$ cat src/sv/gaps_pkg.sv
// Shared constants, controller state codes and handshake structs for the grid path search.
// No dependencies; every other file imports this package.
`default_nettype none
package gaps_pkg;
  // parameter defaults
  localparam int GRID_ROWS_DEF  = 8;
  localparam int GRID_COLS_DEF  = 8;
  localparam int HEAP_DEPTH_DEF = 256;

  // fixed field widths
  localparam int CELL_W  = 6;
  localparam int CVAL_W  = 4;
  localparam int COORD_W = 3;
  localparam int COST_W  = 7;
  localparam int SEQ_W   = 9;
  localparam int KEY_W   = COST_W + SEQ_W + CELL_W;
  localparam int DIM_W   = 4;
  localparam int MASK_W  = 16;
  localparam int DIR_W   = 2;
  localparam int CFG_IDX_W = 2;

  localparam logic [COST_W-1:0] COST_INF = '1;

  // configuration register indexes
  localparam logic [CFG_IDX_W-1:0] CFG_ROWS = 2'd0;
  localparam logic [CFG_IDX_W-1:0] CFG_COLS = 2'd1;
  localparam logic [CFG_IDX_W-1:0] CFG_MASK = 2'd2;

  // item opcodes
  localparam logic OP_WRITE = 1'b0;
  localparam logic OP_QUERY = 1'b1;

  // step directions
  localparam logic [DIR_W-1:0] DIR_UP    = 2'd0;
  localparam logic [DIR_W-1:0] DIR_DOWN  = 2'd1;
  localparam logic [DIR_W-1:0] DIR_LEFT  = 2'd2;
  localparam logic [DIR_W-1:0] DIR_RIGHT = 2'd3;

  // controller states, also the datapath command code
  localparam int STATE_W = 5;
  localparam logic [STATE_W-1:0] S_IDLE     = 5'd0;
  localparam logic [STATE_W-1:0] S_QINIT    = 5'd1;
  localparam logic [STATE_W-1:0] S_PU_CHK   = 5'd2;
  localparam logic [STATE_W-1:0] S_PU_UP    = 5'd3;
  localparam logic [STATE_W-1:0] S_PU_CMP   = 5'd4;
  localparam logic [STATE_W-1:0] S_PO_BEGIN = 5'd5;
  localparam logic [STATE_W-1:0] S_PO_TOP   = 5'd6;
  localparam logic [STATE_W-1:0] S_PO_LAST  = 5'd7;
  localparam logic [STATE_W-1:0] S_PO_SIFT  = 5'd8;
  localparam logic [STATE_W-1:0] S_PO_L     = 5'd9;
  localparam logic [STATE_W-1:0] S_PO_R     = 5'd10;
  localparam logic [STATE_W-1:0] S_CUR      = 5'd11;
  localparam logic [STATE_W-1:0] S_EX_G     = 5'd12;
  localparam logic [STATE_W-1:0] S_EX_DIR   = 5'd13;
  localparam logic [STATE_W-1:0] S_EX_CHK   = 5'd14;
  localparam logic [STATE_W-1:0] S_EX_NEXT  = 5'd15;
  localparam logic [STATE_W-1:0] S_TR_W     = 5'd16;
  localparam logic [STATE_W-1:0] S_TR_P     = 5'd17;
  localparam logic [STATE_W-1:0] S_EM_RD    = 5'd18;
  localparam logic [STATE_W-1:0] S_EM_OUT   = 5'd19;
  localparam logic [STATE_W-1:0] S_NOPATH   = 5'd20;

  typedef struct packed {
    logic               accept;
    logic [STATE_W-1:0] op;
  } gaps_cmd_t;

  typedef struct packed {
    logic q_bad;
    logic push_full;
    logic pu_i_zero;
    logic pu_stop;
    logic cnt_zero;
    logic cnt_one;
    logic cur_skip;
    logic cur_goal;
    logic dir_out;
    logic dir_last;
    logic nb_take;
    logic sift_end;
    logic right_ok;
    logic sift_stop;
    logic tr_end;
    logic tr_bad;
    logic em_last;
    logic out_pending;
  } gaps_sts_t;

  function automatic logic [COORD_W-1:0] coord_dist(input logic [COORD_W-1:0] a,
                                                    input logic [COORD_W-1:0] b);
    coord_dist = (a > b) ? (a - b) : (b - a);
  endfunction
endpackage
`default_nettype wire

$ cat src/sv/gaps_ctrl.sv
// Sequencer of the grid path search: walks push, pop, expand, trace and emit steps.
// Depends on gaps_pkg; drives gaps_dp through a command struct.
`default_nettype none
module gaps_ctrl (
  input  wire                clk_i,
  input  wire                rst_ni,
  input  wire                start_i,
  input  wire                opcode_i,
  input  gaps_pkg::gaps_sts_t sts_i,
  output gaps_pkg::gaps_cmd_t cmd_o,
  output logic               busy_o
);
  import gaps_pkg::*;

  logic [STATE_W-1:0] state_q, state_d;
  logic               ret_q, ret_d;
  logic [STATE_W-1:0] ret_state;
  logic               accept;

  assign busy_o    = (state_q != S_IDLE) || sts_i.out_pending;
  assign accept    = start_i && !busy_o;
  assign ret_state = ret_q ? S_EX_NEXT : S_PO_BEGIN;
  assign cmd_o.accept = accept;
  assign cmd_o.op     = state_q;

  // choose the next step
  always_comb begin
    state_d = state_q;
    ret_d   = ret_q;
    case (state_q)
      S_IDLE:     if (accept && opcode_i == OP_QUERY) state_d = S_QINIT;
      S_QINIT: begin
        ret_d   = 1'b0;
        state_d = sts_i.q_bad ? S_NOPATH : S_PU_CHK;
      end
      S_PU_CHK:   state_d = sts_i.push_full ? ret_state : S_PU_UP;
      S_PU_UP:    state_d = sts_i.pu_i_zero ? ret_state : S_PU_CMP;
      S_PU_CMP:   state_d = sts_i.pu_stop ? ret_state : S_PU_UP;
      S_PO_BEGIN: state_d = sts_i.cnt_zero ? S_NOPATH : S_PO_TOP;
      S_PO_TOP:   state_d = sts_i.cnt_one ? S_CUR : S_PO_LAST;
      S_PO_LAST:  state_d = S_PO_SIFT;
      S_PO_SIFT:  state_d = sts_i.sift_end ? S_CUR : S_PO_L;
      S_PO_L: begin
        if (sts_i.right_ok) state_d = S_PO_R;
        else                state_d = sts_i.sift_stop ? S_CUR : S_PO_SIFT;
      end
      S_PO_R:     state_d = sts_i.sift_stop ? S_CUR : S_PO_SIFT;
      S_CUR: begin
        if (sts_i.cur_skip)      state_d = S_PO_BEGIN;
        else if (sts_i.cur_goal) state_d = S_TR_W;
        else                     state_d = S_EX_G;
      end
      S_EX_G:     state_d = S_EX_DIR;
      S_EX_DIR:   state_d = sts_i.dir_out ? S_EX_NEXT : S_EX_CHK;
      S_EX_CHK: begin
        if (sts_i.nb_take) begin
          ret_d   = 1'b1;
          state_d = S_PU_CHK;
        end else begin
          state_d = S_EX_NEXT;
        end
      end
      S_EX_NEXT:  state_d = sts_i.dir_last ? S_PO_BEGIN : S_EX_DIR;
      S_TR_W:     state_d = sts_i.tr_end ? S_EM_RD : S_TR_P;
      S_TR_P:     state_d = sts_i.tr_bad ? S_EM_RD : S_TR_W;
      S_EM_RD:    state_d = S_EM_OUT;
      S_EM_OUT:   state_d = sts_i.em_last ? S_IDLE : S_EM_RD;
      S_NOPATH:   state_d = S_IDLE;
      default:    state_d = S_IDLE;
    endcase
  end

  always_ff @(posedge clk_i or negedge rst_ni) begin
    if (!rst_ni) begin
      state_q <= S_IDLE;
      ret_q   <= 1'b0;
    end else begin
      state_q <= state_d;
      ret_q   <= ret_d;
    end
  end
endmodule
`default_nettype wire

$ cat config.mk
export PLATFORM = sky130hd
export DESIGN_NAME = gaps_ctrl
export DESIGN_NICKNAME = d
export VERILOG_FILES = /design/src/sv/gaps_pkg.sv /design/src/sv/gaps_ctrl.sv
export SDC_FILE = /design/constraint.sdc
export NUM_CORES = 1
export LEC_CHECK = 0
export BUFFER_PORTS_ARGS = -buffer_cell sky130_fd_sc_hd__buf_2
export CORE_UTILIZATION = 49
export CTS_CLUSTER_SIZE = 16
export DETAILED_ROUTE_END_ITERATION = 8
export HOLD_SLACK_MARGIN = 0.06
export PLACE_DENSITY = 0.85
export SLEW_MARGIN = 25
export SYNTH_ARGS = -nofsm -noshare
export SYNTH_HDL_FRONTEND = slang
export SYNTH_SLANG_ARGS = --single-unit
$ cat constraint.sdc
create_clock -name clk_i -period 1.8 [get_ports clk_i]
set_input_delay 0.18 -clock clk_i [delete_from_list [all_inputs] [get_ports clk_i]]
set_output_delay 0.18 -clock clk_i [all_outputs]
set_load 0.02 [all_outputs]
==> results.json <==
{
  "status": "finished, violations left",
  "failed_checks": "setup timing",
  "placementRows": 14,
  "syn_nets": 130,
  "p_leak_nw": 0.4518,
  "multi_input_area_um2": 595.6,
  "regArea_um2": 152.6,
  "power_frac_clock_pct": 9.6,
  "chipWidth_um": 42.90,
  "cts_root_buf": "sky130_fd_sc_hd__clkbuf_4",
  "synth.yosys.warnings": 0,
  "clock_tree_from_tritoncts": "done",
  "number_of_storage_elements_in_the_synthesis_netlist": 6,
  "worstPathMaxFanout": 3,
  "antenna-diode-count": 0,
  "boundaryPins": 29,
  "fin_worst_hold_slack_ps": 238.2,
  "die_outline_height_um": 42.90,
  "fin_skew_ps": 0.9236,
  "p_per_area_nw_per_um2": 1562,
  "timing.hold.worst.class": "in -> reg",
  "async_reset_ff_share_pct": 100.0,
  "netSwitchingFraction_pct": 51.49,
  "number_of_cells_traversed_by_the_worst_register_to_register_path": 5,
  "synthCells": 108,
  "max_freq_ghz": 0.5279,
  "yosys_most_used_dff": "sky130_fd_sc_hd__dfrtp_1",
  "hold_start": "sts_i[7]",
  "combinationalPowerShare_pct": 71.1,
  "clkSlewWorstSetupHoldPaths_ps": 50,
  "final-max-slew-violation-count": 0,
  "tightest_slew_ps": 436.7,
  "start_util_pct": 53.17,
  "route.detailed.wl_per_inst_um": 15.73,
  "timing.rr.end": "state_q[0]",
  "final_ws_setup_ps": -94.25,
  "worst_path_arrival_ps": 1710,
  "number_of_drc_violations_after_detailed_routing": 0,
  "synth_cell_types": 44,
  "power_frac_seq_pct": 19.4,
  "timing.setup.critical_path_class": "reg -> out",
  "timing.reg2reg.setup_slack_ps": 120,
  "rr_startpoint": "state_q[0]",
  "worstSkewPairLatency_ps": 270,
  "number_of_sinks_on_the_clock_net": 6,
  "num-fill-cells": 131,
  "dpl.hpwl_um": 1786,
  "via_count": 1031,
  "required_ps": 1620,
  "intPower_uw": 792.5,
  "netlist_area_um2": 819.5,
  "timing.hold.worst_endpoint": "ret_q",
  "globalRouteOverflowTotal": 0,
  "final_net_count": 163,
  "min_delay_path_depth": 3,
  "final_layout_size_suffix_gt1_share_pct": 32.86,
  "finalSetupViolations": 2,
  "ir_worst_vdd_uv": 1048,
  "most_frequent_cells_in_the_layout": "sky130_fd_sc_hd__buf_2 (27), sky130_fd_sc_hd__nor2_1 (9), sky130_fd_sc_hd__nor2b_1 (9)",
  "p_sw_uw": 841.2,
  "layout_commonest_cell": "sky130_fd_sc_hd__buf_2",
  "setup_repair_after_global_routing_missed_its_margin": "true",
  "fin_crit_ps": 1894,
  "post-route-period-util_pct": 105.2,
  "detail_route.vias_per_cell": 6.609,
  "finalHoldViolations": 0,
  "max_cap_violations": 0,
  "timing.critical_path.to_type": "primary output",
  "max-slew-margin-rel_pct": 70.52,
  "cp-start-kind": "register",
  "detail_route.wirelength_um": 2454,
  "first_global_vias": 925,
  "placeableCoreArea_um2": 1541,
  "cts_inserted_buffers": 3,
  "design.die.area_um2": 1840,
  "timing.setup.tns_ps": -152.4,
  "firstDrtPassIters": 4,
  "grt_pass1_wl_um": 4015,
  "synth_seq_area_share_pct": 18.32,
  "ant_nets": 0,
  "dpl_worst_slack_ps": 128.4,
  "grt_antenna_before_repair": 0,
  "synth_enable_flop_cells": 0,
  "gp_routability_congestion": 0.9939,
  "grt_start_max_net_pins": 26,
  "flow.area_growth_from_synthesis_pct": 27.63,
  "postSynthAreaPerCell_um2": 7.588,
  "global_route.usage.total_pct": 28.96,
  "cts-htree-levels": 1,
  "cts_max_path_buffers": 2,
  "port_buffers": 28,
  "drt_iter0_markers": 45
}
## cells in the mapped netlist, types with 2 or more instances
cell type,n,share of area [%]
sky130_fd_sc_hd__inv_1,4,1.8
sky130_fd_sc_hd__o21ai_0,5,3.1
sky130_fd_sc_hd__nand2_1,4,1.8
sky130_fd_sc_hd__and4_1,3,3.2
sky130_fd_sc_hd__buf_2,3,1.8
sky130_fd_sc_hd__buf_4,4,3.7
sky130_fd_sc_hd__nor2_1,9,4.1
sky130_fd_sc_hd__o311ai_0,2,2.1
sky130_fd_sc_hd__nand3b_1,4,3.7
sky130_fd_sc_hd__a31oi_1,3,2.3
sky130_fd_sc_hd__nand2b_1,7,5.3
sky130_fd_sc_hd__a21oi_1,8,4.9
sky130_fd_sc_hd__nand4_1,3,2.3
sky130_fd_sc_hd__a2111oi_0,2,2.1
sky130_fd_sc_hd__clkbuf_1,2,0.92
sky130_fd_sc_hd__nor2b_1,9,6.9
sky130_fd_sc_hd__or3_1,2,1.5
sky130_fd_sc_hd__dfrtp_1,6,18
sky130_fd_sc_hd__nand3_1,3,1.8
## worst max-delay path by stage
stage	from	endpoint	cells after the start
floorplan	state_q[3]	cmd_o[5]	5
global placement	state_q[0]	state_q[0]	5
detailed placement	state_q[2]	state_q[0]	4
CTS	state_q[3]	cmd_o[5]	4
global route	state_q[3]	cmd_o[5]	4
finish	state_q[3]	cmd_o[5]	4
## worst max-delay path: stages (launching register included)
cell	delay, ps
sky130_fd_sc_hd__dfrtp_2	410
sky130_fd_sc_hd__or3_4	380
sky130_fd_sc_hd__or4_4	440
sky130_fd_sc_hd__nor2_4	100
sky130_fd_sc_hd__buf_6	120
## sequential cells by signal (all words and copies together) (netlist names)
name,cells
state_q,5
ret_q,1
## kinds of logic (layout without fill, tap and decap cells)
logic type | Yosys count | count (layout) | share of synthesized area (%)
and+or+nand+nor | 55 | 55 | 44.12
AOI/OAI and AO/OA | 32 | 32 | 26.72
buffers and inverters | 14 | 46 | 9.618
DFF | 6 | 6 | 18.32
muxes | 1 | 1 | 1.221
## metrics by stage
stage                     instance area, um2  power, mW  util, %  std cells
after floorplan                        820.8      1.130        -        108
after global placement                 989.7      1.412    64.20        150
after detailed placement               989.7      1.434    64.20        150
after CTS                               1046      1.612    67.86        156
after global routing                    1046      1.740    67.86        156
final                                   1046      1.634    67.86        156
## timing repair
action,in CTS,in global routing
resized for setup,4,0
hold endpoints to repair,6,0
setup endpoints to repair,2,2
hold buffers,1,0
setup buffers,1,0
gates cloned,0,0
## metal layers
layer  vias to the layer above  GRT usage (%)  routed length, um
met5                         -              0                  0
met2                        68          48.18               1200
li1                        480              -                  -
met1                       474          36.75                940
met3                         9          2.128                245
met4                         0          15.63                 67
## final cells by class
class / count / area share [%]
sequential: 6 / 14.59
timing repair buffer: 38 / 22.61
multi-input combinational: 88 / 56.94
inverter: 4 / 1.435
clock buffer: 4 / 2.512
tap: 16 / 1.914
## power by group through the flow
| stage | Combinational (mW) | Clock [mW] | Sequential, mW |
|---|---|---|---|
| 3_3_place_gp | 1.10 | 0 | 0.312 |
| 6_report | 1.16 | 0.156 | 0.316 |
| 5_1_grt | 1.25 | 0.164 | 0.327 |
| 4_1_cts | 1.14 | 0.160 | 0.314 |
| 3_5_place_dp | 1.12 | 0 | 0.318 |
| 2_1_floorplan | 0.820 | 0 | 0.310 |
(Power assumes the default switching activity.)
